<file path="src/rse_pkg.sv">
// ----------------------------------------------------------------------------
// rse_pkg
// types, codes and fixed-point helpers shared by the rpn stack evaluator
// ----------------------------------------------------------------------------
package rse_pkg;

    localparam int VW = 48;
    localparam int FB = 16;
    localparam int HW = VW / 2;
    localparam int PW = 2 * VW;
    localparam int DW = VW + FB;

    localparam logic [2:0] MODE_PUSH_INT   = 3'd0;
    localparam logic [2:0] MODE_PUSH_FLOAT = 3'd1;
    localparam logic [2:0] MODE_ADD        = 3'd2;
    localparam logic [2:0] MODE_SUB        = 3'd3;
    localparam logic [2:0] MODE_MUL        = 3'd4;
    localparam logic [2:0] MODE_DIV        = 3'd5;
    localparam logic [2:0] MODE_PRINT      = 3'd6;
    localparam logic [2:0] MODE_HALT       = 3'd7;

    localparam logic [2:0] STAT_OK        = 3'd0;
    localparam logic [2:0] STAT_HALTED    = 3'd1;
    localparam logic [2:0] STAT_UNDERFLOW = 3'd2;
    localparam logic [2:0] STAT_DIV_ZERO  = 3'd3;
    localparam logic [2:0] STAT_OVERFLOW  = 3'd4;
    localparam logic [2:0] STAT_IGNORED   = 3'd5;

    typedef enum logic [2:0] {
        OP_PUSH, OP_ADD, OP_SUB, OP_MUL, OP_DIV, OP_SHOW, OP_HALT
    } t_op;

    typedef struct packed {
        logic [2:0]           mode;
        logic signed [VW-1:0] operand;
        logic                 last_in_program;
    } t_in;

    typedef struct packed {
        logic                 print_valid;
        logic signed [VW-1:0] print_value;
        logic                 print_is_int;
        logic [2:0]           status;
        logic                 running;
        logic [8:0]           stack_depth;
    } t_out;

    typedef struct packed {
        t_op                  op;
        logic signed [VW-1:0] value;
        logic                 tag;
        logic                 last;
    } t_cmd;

    function automatic logic [VW-1:0] mag(input logic signed [VW-1:0] v);
        return v[VW-1] ? VW'(-v) : VW'(v);
    endfunction

    function automatic logic signed [VW-1:0] sat_mag(input logic neg,
                                                     input logic [PW-1:0] m);
        logic [PW-1:0] lim;
        logic [VW-1:0] v;
        lim = (PW'(1) << (VW - 1)) - (neg ? PW'(0) : PW'(1));
        v = (m > lim) ? lim[VW-1:0] : m[VW-1:0];
        return neg ? VW'(-v) : VW'(v);
    endfunction

endpackage

</file>
<file path="src/rse_front.sv">
// ----------------------------------------------------------------------------
// rse_front
// accepts instructions, decodes them and queues them for execution
// ----------------------------------------------------------------------------
module rse_front (
    input  logic           i_clk,
    input  logic           i_rst_n,
    input  logic           i_push,
    output logic           o_full,
    input  rse_pkg::t_in   i_item,
    output logic           o_valid,
    input  logic           i_pop,
    output rse_pkg::t_cmd  o_cmd
);
    import rse_pkg::*;

    t_cmd       r_mem [2];
    logic       r_wptr;
    logic       r_rptr;
    logic [1:0] r_cnt;
    t_cmd       cmd;
    logic [VW-1:0] trunc_m;
    logic       do_push;
    logic       do_pop;

    assign trunc_m = mag(i_item.operand) & ~VW'((64'd1 << FB) - 64'd1);

    always_comb begin
        cmd.value = i_item.operand;
        cmd.tag   = 1'b0;
        cmd.last  = i_item.last_in_program;
        unique case (i_item.mode)
            MODE_PUSH_INT: begin
                cmd.op    = OP_PUSH;
                cmd.tag   = 1'b1;
                cmd.value = i_item.operand[VW-1] ? VW'(-trunc_m) : VW'(trunc_m);
            end
            MODE_PUSH_FLOAT: cmd.op = OP_PUSH;
            MODE_ADD:        cmd.op = OP_ADD;
            MODE_SUB:        cmd.op = OP_SUB;
            MODE_MUL:        cmd.op = OP_MUL;
            MODE_DIV:        cmd.op = OP_DIV;
            MODE_PRINT:      cmd.op = OP_SHOW;
            default:         cmd.op = OP_HALT;
        endcase
    end

    assign do_push = i_push && !o_full;
    assign do_pop  = i_pop && o_valid;

    always_ff @(posedge i_clk) begin
        if (!i_rst_n) begin
            r_wptr <= 1'b0;
            r_rptr <= 1'b0;
            r_cnt  <= '0;
        end else begin
            if (do_push) begin
                r_mem[r_wptr] <= cmd;
                r_wptr        <= ~r_wptr;
            end
            if (do_pop) begin
                r_rptr <= ~r_rptr;
            end
            r_cnt <= r_cnt + 2'(do_push) - 2'(do_pop);
        end
    end

    assign o_full  = r_cnt == 2'd2;
    assign o_valid = r_cnt != 2'd0;
    assign o_cmd   = r_mem[r_rptr];

endmodule

</file>
<file path="config.mk">
export PLATFORM = sky130hd
export DESIGN_NAME = rse_front
export DESIGN_NICKNAME = d
export VERILOG_FILES = /design/src/rse_pkg.sv /design/src/rse_front.sv
export SDC_FILE = /design/constraint.sdc
export NUM_CORES = 1
export LEC_CHECK = 0
export BUFFER_PORTS_ARGS = -buffer_cell sky130_fd_sc_hd__buf_4
export CORE_MARGIN = 2
export CORE_UTILIZATION = 57
export DETAILED_ROUTE_END_ITERATION = 6
export GPL_ROUTABILITY_DRIVEN = 0
export GPL_TIMING_DRIVEN = 0
export PLACE_DENSITY_LB_ADDON = 0.1
export SYNTH_ARGS = -nofsm -noshare
export SYNTH_HDL_FRONTEND = slang
export SYNTH_SLANG_ARGS = --single-unit
</file>
<file path="constraint.sdc">
create_clock -name i_clk -period 7.4 [get_ports i_clk]
set_input_delay 1.48 -clock i_clk [delete_from_list [all_inputs] [get_ports i_clk]]
set_output_delay 1.48 -clock i_clk [all_outputs]
set_load 0.005 [all_outputs]
</file>
== Yosys cells after proc, flatten, opt, wreduce, memory -nomap -nowiden ==
Memory sizes are Yosys's and may differ from the RTL's. A register that Yosys moved wholly into a read port is not among the register bits.
Index checks and enable logic that the tools add are counted.
Widths: inputs -> output; s select.
Operators by class
  add/subtract/negate cells: 4
  equality and inequality tests: 7
  muxes and demuxes: 9
  bitwise logic cells: 2
  reductions and logical operators: 6
Operator list (number)
  $mux 48: 2
  $neg 48->48: 2
  $mux 49: 1
  $pmux 3 s6: 1
  $eq 3x3->1 const B: 3
  $eq 3x2->1 const B: 2
  $mux 1: 5
  $eq 3x1->1 const B: 1
  $logic_not 3->1: 1
  $add 2x1->2: 1
  $eq 2x2->1 const B: 1
  $logic_and 1x1->1: 2
  $not 1->1: 2
  $reduce_bool 2->1: 1
  $reduce_or 2->1: 1
  $sub 2x1->2: 1
  $logic_not 1->1: 1
Word-level totals
  flip-flop bits (word level): 4
  bits in writable memories: 106
  word-level logic and storage cells: 32
  memories kept: 1
Memory list
  r_mem: words 2, bits a word 53, rd ports 1, clocked after memory_dff 1, wr ports 1, line rse_front.sv:17  | t_cmd r_mem [2];

== Depth between registers and ports, before layout ==
Gate-level depths: netlist of the first run.
  depth after elaboration: 6
  mapped depth: 14
  mapped depth without buffers: 14

== Worst setup path after synthesis of the first run ==
Ideal clock, no wire load.
  path kind: input -> register
  start: input i_push
  end: memory r_mem[0][0] (netlist name) (enable)
  data arrival time: 5485 ps
  setup slack: 1375 ps
  stages: 2
  buffers on the path: 0
  path through: nand2_1 -> nor3b_1
On the way
  word-level cells in the longest chain between the ends: 4
Ends and longest elaborated chain
  start, declared: line rse_front.sv:8  | input logic i_push,
  $logic_and 1x1->1: line rse_front.sv:48  | assign do_push = i_push && !o_full;
  $mux 1: line rse_front.sv:57  | if (do_push) begin
  $mux 1: line rse_front.sv:52  | if (!i_rst_n) begin
  $mux 1 (not written as such): line rse_front.sv:58  | r_mem[r_wptr] <= cmd;
  end, declared: line rse_front.sv:17
Every way passes these cells.

==> metrics.csv, run 1 <==
stage,metric,value,unit
run_status,status,"complete, no violations",
floorplanning,core-area,10800,µm²
logic_synthesis,yosys.area.top_type,edfxtp_1,
worst_setup_path,crit_fanout,5,
global_route,met2_usage,41.3,%
clock_tree,path_clk_slew,0.11,ns
logic_synthesis,synth_edf_count,106,
place,hpwl,10700,µm
floorplanning,dieWidth,109,µm
sta,fin_crit_sh,75.3,%
place,port_buffers,98,
logic_synthesis,post-synth-top-count-cell,edfxtp_1,
sta,worstMarginPinSlew,0.929,ns
worst_setup_path,end_kind,register,
detailed_routing,vias_per_cell,6.03,
power,power.total,1.60,mW
sta,setup_viol,0,
hold_path,hold_depth,2,
global_route,grt_max_degree,28,
global_route,grt_pass1_vias,4557,
clock_tree,hold_buffers,0,
clock_tree,cts_resized,0,
logic_synthesis,ys_top_cells_by_count,"106 x edfxtp_1, 53 x mux2_2, 41 x nand2_1",
logic_synthesis,yosysSeqAreaShare,52.5,%
floorplanning,ios,111,
global_route,antenna_found_initial,0,
sta,final_hold_viol_count,0,
worst_setup_path,critPathRequiredTime,7.61,ns
flow_run,maxCapViolCount,0,
detailed_routing,drtAntennaViolNets,0,
worst_setup_path,reg2regPathDepth,5,
sta,fin_crit,5.57,ns
sta,clock_skew,0.0127,ns
clock_tree,post_cts_buffers,0,
logic_synthesis,synth.area.top_cells,"edfxtp_1 51%, mux2_2 9.5%, xor2_1 3.5%",
global_route,grt_pass1_wl,22500,µm
detailed_routing,dr.pass1.iters,6,
floorplanning,num_rows,38,
sta,clock.fmax,180,MHz
clock_tree,clock_path_buffers,2,
logic_synthesis,ys_types,76,
worst_setup_path,r2r_slack,5.38,ns
floorplanning,start_util,57.9,%
worst_setup_path,criticalPathCategory,primary input to register,
finish,final_core_util,68.9,%
detailed_routing,drc,0,
global_route,gr-total-overflow,0,
hold_path,hp-start,r_rptr,
logic_synthesis,synth-seq-cells,111,
sta,slew-limit-headroom,37.7,%
clock_tree,cts_root_buffer,clkbuf_8,
logic_synthesis,syn_area,6250,µm²
logic_synthesis,ys_warn_count,0,
finish,final_nets,708,
floorplanning,dieArea,11800,µm²
floorplanning,fp.dieH,109,µm
global_route,met3_usage,5.02,%
worst_setup_path,arrival,5.78,ns
global_route,grt_usage,25.1,%
global_route,grtUsageMet1,33.6,%
finish,syn_to_final_growth,18.9,%
detailed_routing,vias,4791,
worst_setup_path,critPathLaunchType,primary input,
detailed_routing,wl_per_cell,18.3,µm
hold_path,min_path_type,register to register,
sta,rsz0062_at_grt,no,
finish,diodes,0,
clock_tree,insertion_delay,0.38,ns
sta,maxSlewViolCount,0,
detailed_routing,routed_wl,14500,µm
power,vdd_drop_max,0.125,mV
logic_synthesis,synth_nets,593,
logic_synthesis,synthCells,534,
logic_synthesis,synth_ff_type,edfxtp_1,
worst_setup_path,r2r_start,r_cnt[0],
clock_tree,cts.sinks,111,
logic_synthesis,async_reset_ff_share,0,%
clock_tree,tritoncts,done,
power,power.leakage,2.59,nW
global_route,busiest_layer,met2,
finish,final_layout_size_suffix_gt1_share,31.5,%
worst_setup_path,reg2reg_to,r_mem[0][32],
logic_synthesis,avgSynthCellArea,11.7,µm²
power,powerDensity,215,nW/µm²
clock_tree,cts_buffers,9,
detailed_routing,drtIter0Drc,374,
clock_tree,htree_levels,3,
logic_synthesis,yosysTopAreaCellShare,50.9,%
-- state kept, by name, indices dropped and copies added, names as in the netlist, named ones only --
register,cells
r_rptr,1
r_cnt,2
r_mem,106
r_wptr,1
-- where the power goes --
part	total [mW]	internal, mW	switching [mW]
sequential	0.768	0.754	0.0144
clock	0.366	0.159	0.207
combinational	0.467	0.248	0.218
total	1.60	1.16	0.440
-- cells by family after synthesis --
| kind of cell | Yosys count | synth area share (%) |
|---|---|---|
| DFF | 111 | 52.5 |
| buffers and inverters | 35 | 2.24 |
| and+or+nand+nor | 206 | 18.6 |
| adders and majority gates | 3 | 0.600 |
| muxes | 58 | 10.3 |
| AOI/OAI and AO/OA | 78 | 9.71 |
| xor gates and xnor gates | 43 | 6.02 |
-- stage by stage --
stage / cells / hold WS [ns] / TNS [ns] / area, µm² / setup slack, ns
floorplan: 534 / 0.504 / 0 / 6250 / 1.38
global placement: 772 / 0.522 / -45.98 / 7160 / -0.871
detailed placement: 778 / 0.529 / 0 / 7250 / 1.48
CTS: 794 / 0.552 / 0 / 7430 / 1.88
global route: 794 / 0.591 / 0 / 7430 / 1.39
finish: 794 / 0.555 / 0 / 7430 / 1.83
-- how the worst max path moves through the flow --
stage	cells past startpoint	from	to	slack [ns]
after global placement	3	i_push	r_mem[0][37]	-0.87
after global routing	15	i_item[14]	r_mem[0][48]	1.39
after CTS	15	i_item[14]	r_mem[0][46]	1.88
after detailed placement	15	i_item[14]	r_mem[0][46]	1.48
after floorplan	2	i_push	r_mem[0][0]	1.38
final	15	i_item[14]	r_mem[0][48]	1.83
-- layout make-up --
cell class | instances | area (µm²)
clock buffer | 11 | 131
timing repair buffer | 104 | 812
multi-input combinational | 388 | 2840
clock inverter | 5 | 57.6
sequential | 111 | 3280
tap | 140 | 175
inverter | 6 | 22.5
buffer | 29 | 118
fill | 815 | 3360
-- layer usage --
| metal | vias up | part of all wire (%) |
|---|---|---|
| met5 | - | 0 |
| met4 | 0 | 2.5 |
| met3 | 43 | 8.0 |
| met2 | 238 | 48 |
| met1 | 2263 | 42 |
| li1 | 2247 | - |
-- placed cells by master, fill, tap and decap left out, drive strengths merged, types with 4 or more instances in the layout --
| cell | instances |
|---|---|
| mux2i | 5 |
| nor4 | 8 |
| o21ai | 16 |
| nor3 | 22 |
| nand3 | 18 |
| and4 | 6 |
| and2 | 24 |
| inv | 6 |
| xnor2 | 18 |
| o211ai | 8 |
| or4 | 6 |
| dfxtp | 5 |
| nor2 | 36 |
| or2 | 6 |
| clkinv | 4 |
| or3 | 12 |
| o31ai | 4 |
| edfxtp | 106 |
| xor2 | 25 |
| nand4 | 8 |
| buf | 116 |
| a21oi | 13 |
| mux2 | 53 |
| clkbuf | 28 |
| o311ai | 4 |
| and3 | 4 |
| nand2 | 41 |
-- worst max-delay path, cell delays in order --
cell       delay (ns)
buf_4            0.11
or2_2            0.33
nor4_1           0.64
nand2_1          0.26
o21ai_0          0.26
xor2_1           0.17
ha_1             0.25
nand3_1          0.09
a31oi_1          0.24
a2bb2o_1         0.40
a311oi_2         0.39
o2111ai_1        0.29
a2111oi_2        0.54
a221oi_1         0.17
o211ai_1         0.16
Power figures use the tool's default switching activity.
==> run 2, diff against run 1 <==
- CORE_UTILIZATION: 57 -> 51
- clock period: 7.4 -> 4.9 ns (I/O delays scaled with it)
==> metrics.csv, run 2 (same netlist as run 1, synthesis figures left out) <==
stage,metric,value,unit,change
power,powerDensity,346,nW/µm²,was 215 nW/µm²
worst_setup_path,arrival,4.82,ns,was 5.78 ns
floorplanning,dieArea,13200,µm²,was 11800 µm²
floorplanning,start_util,52.1,%,was 57.9%
sta,worstMarginPinSlew,0.903,ns,was 0.929 ns
clock_tree,htree_levels,3,,unchanged
global_route,met2_usage,38.8,%,was 41.3%
sta,clock_skew,0.00528,ns,was 0.0127 ns
sta,rsz0062_at_grt,no,,unchanged
worst_setup_path,critPathLaunchType,primary input,,unchanged
detailed_routing,drtAntennaViolNets,0,,unchanged
clock_tree,cts.sinks,111,,unchanged
sta,setup_viol,0,,unchanged
hold_path,hold_depth,2,,unchanged
place,place_inst,783,,was 778
finish,syn_to_final_growth,22.8,%,was 18.9%
finish,final_layout_size_suffix_gt1_share,33.0,%,was 31.5%
run_status,status,"complete, no violations",,unchanged
sta,slew-limit-headroom,39.4,%,was 37.7%
finish,largest_reg_flops,106,,unchanged
sta,fin_crit_sh,96.4,%,
sta,maxSlewViolCount,0,,unchanged
place,port_buffers,98,,unchanged
detailed_routing,drc,0,,unchanged
detailed_routing,routed_wl,15400,µm,was 14500 µm
detailed_routing,dr.pass1.iters,6,,unchanged
worst_setup_path,criticalPathCategory,primary input to register,,unchanged
clock_tree,hold_buffers,0,,unchanged
global_route,grt_pass1_wl,24100,µm,was 22500 µm
detailed_routing,wl_per_cell,19.1,µm,was 18.3 µm
floorplanning,ios,111,,unchanged
finish,final_common_cell,edfxtp_1,,unchanged
global_route,met3_usage,4.66,%,was 5.02%
finish,final_cell_mix,"106 x edfxtp_1, 104 x buf_4, 53 x mux2_2",,"was 106 x edfxtp_1, 98 x buf_4, 53 x mux2_2"
floorplanning,dieWidth,115,µm,was 109 µm
clock_tree,cts_buffers,9,,unchanged
worst_setup_path,critPathRequiredTime,4.99,ns,was 7.61 ns
hold_path,min_path_type,register to register,,unchanged
place,hpwl,11000,µm,was 10700 µm
floorplanning,num_rows,40,,was 38
finish,instances_no_fill,805,,was 794
floorplanning,fp.dieH,115,µm,was 109 µm
clock_tree,cts_root_buffer,clkbuf_16,,was clkbuf_8
global_route,grt_max_degree,30,,was 28
global_route,gr-total-overflow,0,,unchanged
sta,clock.fmax,212,MHz,
global_route,grtUsageMet1,31.0,%,was 33.6%
sta,timing.hold.ws,0.545,ns,was 0.555 ns
global_route,grt_usage,23.7,%,was 25.1%
clock_tree,clock_path_buffers,2,,unchanged
global_route,grt_pass1_vias,4792,,was 4557
global_route,busiest_layer,met2,,unchanged
finish,reg_top3,"r_mem (106), r_cnt (2)",,unchanged
sta,fin_crit,4.73,ns,
clock_tree,tritoncts,done,,unchanged
finish,final_nets,712,,was 708
flow_run,maxCapViolCount,0,,unchanged
worst_setup_path,crit_fanout,7,,was 5
power,power.leakage,2.68,nW,was 2.59 nW
detailed_routing,vias_per_cell,6.10,,was 6.03
detailed_routing,drtIter0Drc,487,,was 374
finish,regMostFlops,r_mem,,unchanged
clock_tree,path_clk_slew,0.08,ns,was 0.11 ns
floorplanning,core-area,12000,µm²,was 10800 µm²
worst_setup_path,end_kind,register,,unchanged
finish,diodes,0,,unchanged
global_route,antenna_found_initial,0,,unchanged
power,vdd_drop_max,0.210,mV,was 0.125 mV
detailed_routing,vias,4910,,was 4791
worst_setup_path,reg2regPathDepth,5,,unchanged
sta,final_hold_viol_count,0,,unchanged
clock_tree,insertion_delay,0.36,ns,was 0.38 ns
run 2: changes by cell type in the layout (fill, tap and decap cells not counted), moves of 2 or more:
cell,change
clkbuf_8,-9
clkinv_2,-2
inv_6,-2
buf_6,-5
buf_16,+2
clkbuf_16,+9
clkbuf_1,-3
clkinvlp_4,+3
buf_4,+6
inv_8,+2
run 2: worst paths after layout:
path | from | end | slack, ns
max | i_item[3] | r_mem[0][48] | 0.17
min reg2reg | r_rptr | register | 0.55
max reg2reg | r_cnt[0] | r_mem[0][33] | 2.97
min | r_rptr | register | 0.55
run 2: layer usage:
metal	vias up	part of all wire, %	wire, µm
met5	-	0	0
met4	0	2.2	338
met3	33	7.9	1220
met2	226	48	7350
met1	2381	42	6460
li1	2270	-	-
run 2: cell type report:
type,count,area [µm²]
sequential,111,3280
tap,147,184
clock inverter,7,91.3
multi-input combinational,388,2880
inverter,6,22.5
timing repair buffer,108,871
fill,985,4330
clock buffer,9,225
buffer,29,119
run 2: critical path, stage by stage:
cell and delay, ns:
buf_4 0.11, or4_4 0.59, nor3_4 0.19, buf_4 0.18, nand2_2 0.10, o21ai_1 0.19, xor2_1 0.17, ha_1 0.24
nand3_1 0.10, a31oi_2 0.20, a2bb2o_1 0.41, a311oi_4 0.39, o2111ai_2 0.22, and2_1 0.28, a221oi_1 0.29, o211ai_1 0.16
run 2: where the power goes:
| group | total, mW | switching [mW] | leakage, nW | internal (mW) |
|---|---|---|---|---|
| sequential | 1.16 | 0.0230 | 1.01 | 1.14 |
| combinational | 0.721 | 0.339 | 1.52 | 0.383 |
| clock | 0.772 | 0.364 | 0.144 | 0.408 |
| total | 2.65 | 0.725 | 2.68 | 1.93 |
run 2: through the flow:
stage	setup WS (ns)	TNS (ns)	instance area [µm²]	power [mW]	utilization (%)
floorplan	0.337	0	6260	1.57	-
finish	0.174	0	7680	2.65	63.9
global route	0.0121	0	7680	2.77	63.9
detailed placement	-0.458	-4.87	7270	1.90	60.6
CTS	0.0272	0	7620	2.68	63.4
global placement	-0.301	-9.07	7180	1.87	59.8
run 2: timing repair:
item,CTS,global route
resized for setup,3,6
setup buffers,0,6
pin swaps,0,4
cloned,0,0
endpoints found under the setup margin,4,14
==> run 3, diff against run 2 <==
- CORE_UTILIZATION: 51 -> 57
- PLACE_DENSITY_LB_ADDON: 0.1 -> 0.15
- clock period: 4.9 -> 4.66 ns (I/O delays scaled with it)
==> metrics.csv, run 3 (same netlist as run 1, synthesis figures left out) <==
stage,metric,value,unit,change
place,port_buffers,98,,unchanged
place,hpwl,11000,µm,about the same
clock_tree,cts_root_buffer,clkbuf_8,,was clkbuf_16
finish,syn_to_final_growth,20.6,%,was 22.8%
sta,timing.hold.ws,0.559,ns,was 0.545 ns
floorplanning,ios,111,,unchanged
sta,fin_crit,4.51,ns,
worst_setup_path,critical_path_buf_inv_count,1,,was 2
finish,final_common_cell,edfxtp_1,,unchanged
detailed_routing,drc,0,,unchanged
worst_setup_path,max_stage_delay,0.60,ns,was 0.59 ns
worst_setup_path,critPathLaunchType,primary input,,unchanged
finish,largest_reg_flops,106,,unchanged
worst_setup_path,criticalPathCategory,primary input to register,,unchanged
flow_run,maxCapViolCount,0,,unchanged
power,vdd_drop_max,0.247,mV,was 0.210 mV
global_route,grt_pass1_wl,23700,µm,was 24100 µm
detailed_routing,drtIter0Drc,447,,was 487
finish,final_cell_area,7540,µm²,was 7680 µm²
finish,final_cell_mix,"106 x edfxtp_1, 103 x buf_4, 53 x mux2_2",,"was 106 x edfxtp_1, 104 x buf_4, 53 x mux2_2"
finish,final_layout_size_suffix_gt1_share,33.0,%,about the same
finish,diodes,0,,unchanged
worst_setup_path,crit_family,compound AO/OA/AOI/OAI gates,,unchanged
sta,slew-limit-headroom,34.5,%,was 39.4%
clock_tree,clock_path_buffers,2,,unchanged
floorplanning,dieArea,11800,µm²,was 13200 µm²
worst_setup_path,arrival,4.57,ns,was 4.82 ns
global_route,antenna_found_initial,0,,unchanged
global_route,grt_pass1_vias,4812,,was 4792
clock_tree,path_clk_slew,0.10,ns,was 0.08 ns
finish,regMostFlops,r_mem,,unchanged
floorplanning,num_rows,38,,was 40
clock_tree,tritoncts,done,,unchanged
sta,fin_crit_sh,96.7,%,
sta,setup_viol,0,,unchanged
detailed_routing,wl_per_cell,18.9,µm,was 19.1 µm
power,power.total,2.54,mW,was 2.65 mW
power,powerDensity,337,nW/µm²,was 346 nW/µm²
finish,seq_area,3280,µm²,unchanged
hold_path,min_path_type,register to register,,unchanged
sta,final_hold_viol_count,0,,unchanged
clock_tree,hold_buffers,0,,unchanged
finish,reg_top3,"r_mem (106), r_cnt (2)",,unchanged
clock_tree,cts_buffers,9,,unchanged
detailed_routing,routed_wl,15100,µm,was 15400 µm
floorplanning,dieWidth,109,µm,was 115 µm
run_status,status,"complete, no violations",,unchanged
floorplanning,core-area,10800,µm²,was 12000 µm²
place,dpl_cell_area,7270,µm²,about the same
finish,multi_input_area,2890,µm²,was 2880 µm²
clock_tree,insertion_delay,0.38,ns,was 0.36 ns
sta,maxSlewViolCount,0,,unchanged
sta,worstMarginPinSlew,0.977,ns,was 0.903 ns
worst_setup_path,critPathRequiredTime,4.72,ns,was 4.99 ns
global_route,grt_usage,26.3,%,was 23.7%
worst_setup_path,end_kind,register,,unchanged
clock_tree,htree_levels,3,,unchanged
global_route,grt_max_degree,30,,unchanged
sta,clock_skew,0.0109,ns,was 0.00528 ns
power,power.leakage,2.62,nW,was 2.68 nW
sta,final.setup.tns,0,ns,unchanged
detailed_routing,vias_per_cell,6.11,,was 6.10
detailed_routing,dr.pass1.iters,7,,was 6
finish,final_nets,711,,was 712
detailed_routing,drtAntennaViolNets,0,,unchanged
worst_setup_path,crit_chain,buf_4 -> or4_4 -> nor3_4 -> nand2_2 -> o21ai_2 -> xor2_1 -> ha_2 -> nand3_1 -> a31oi_2 -> a2bb2o_2 -> a311o_1 -> o21ai_4 -> o21ai_0 -> a21oi_1 -> o311ai_0,,was buf_4 -> or4_4 -> nor3_4 -> buf_4 -> nand2_2 -> o21ai_1 -> xor2_1 -> ha_1 -> nand3_1 -> a31oi_2 -> a2bb2o_1 -> a311oi_4 -> o2111ai_2 -> and2_1 -> a221oi_1 -> o211ai_1
finish,n_fill_cell,803,,was 985
worst_setup_path,slowest_stage,or4_4,,unchanged
floorplanning,fp.dieH,109,µm,was 115 µm
worst_setup_path,crit_fanout,7,,unchanged
clock_tree,cts.sinks,111,,unchanged
detailed_routing,vias,4872,,was 4910
global_route,gr-total-overflow,0,,unchanged
floorplanning,start_util,57.9,%,was 52.1%
sta,clock.fmax,222,MHz,
## run 3: routing by layer
layer	part of all wire (%)	wire (µm)	vias to the layer above	global-route usage [%]
li1	-	-	2258	-
met4	3.1	473	0	11.4
met1	40	6110	2311	34.2
met2	48	7240	253	43.3
met3	8.5	1280	50	4.54
met5	0	0	-	0
## run 3: what timing repair did
action	in CTS	in global routing
endpoints found under the setup margin	14	14
pin swaps	3	2
resized for setup	6	6
setup buffers	1	4
## run 3: area by class of cell
class | count | area share (%)
clock inverter | 3 | 0.348
sequential | 111 | 43.5
multi-input combinational | 388 | 38.3
inverter | 6 | 0.299
buffer | 29 | 1.58
clock buffer | 13 | 2.12
timing repair buffer | 107 | 11.5
tap | 140 | 2.32
## run 3: final timing paths
| kind | startpoint | endpoint | slack (ns) | depth (start not counted) |
|---|---|---|---|---|
| min reg2reg | r_rptr | register | 0.56 | 2 |
| max reg2reg | r_cnt[0] | r_mem[0][47] | 2.64 | 5 |
| min | r_rptr | register | 0.56 | 2 |
| max | i_item[3] | r_mem[1][44] | 0.15 | 15 |
## run 3: through the flow
stage	setup WS [ns]	cells	util, %
finish	0.154	797	69.9
detailed placement	-0.664	776	67.3
global placement	-0.463	772	66.4
CTS	0.000865	793	69.4
floorplan	0.145	534	-
global route	-0.000981	797	69.9
## run 3: power breakdown
part | switching (mW) | internal [mW] | leakage, nW
clock network | 0.332 | 0.232 | 0.0933
logic | 0.354 | 0.403 | 1.51
registers | 0.0246 | 1.20 | 1.01
total | 0.711 | 1.83 | 2.62
## run 3: tightest hold or removal path, stage by stage (launching register included)
cell and delay [ns]:
dfxtp_1 0.34, xnor2_1 0.09, nor2b_1 0.10
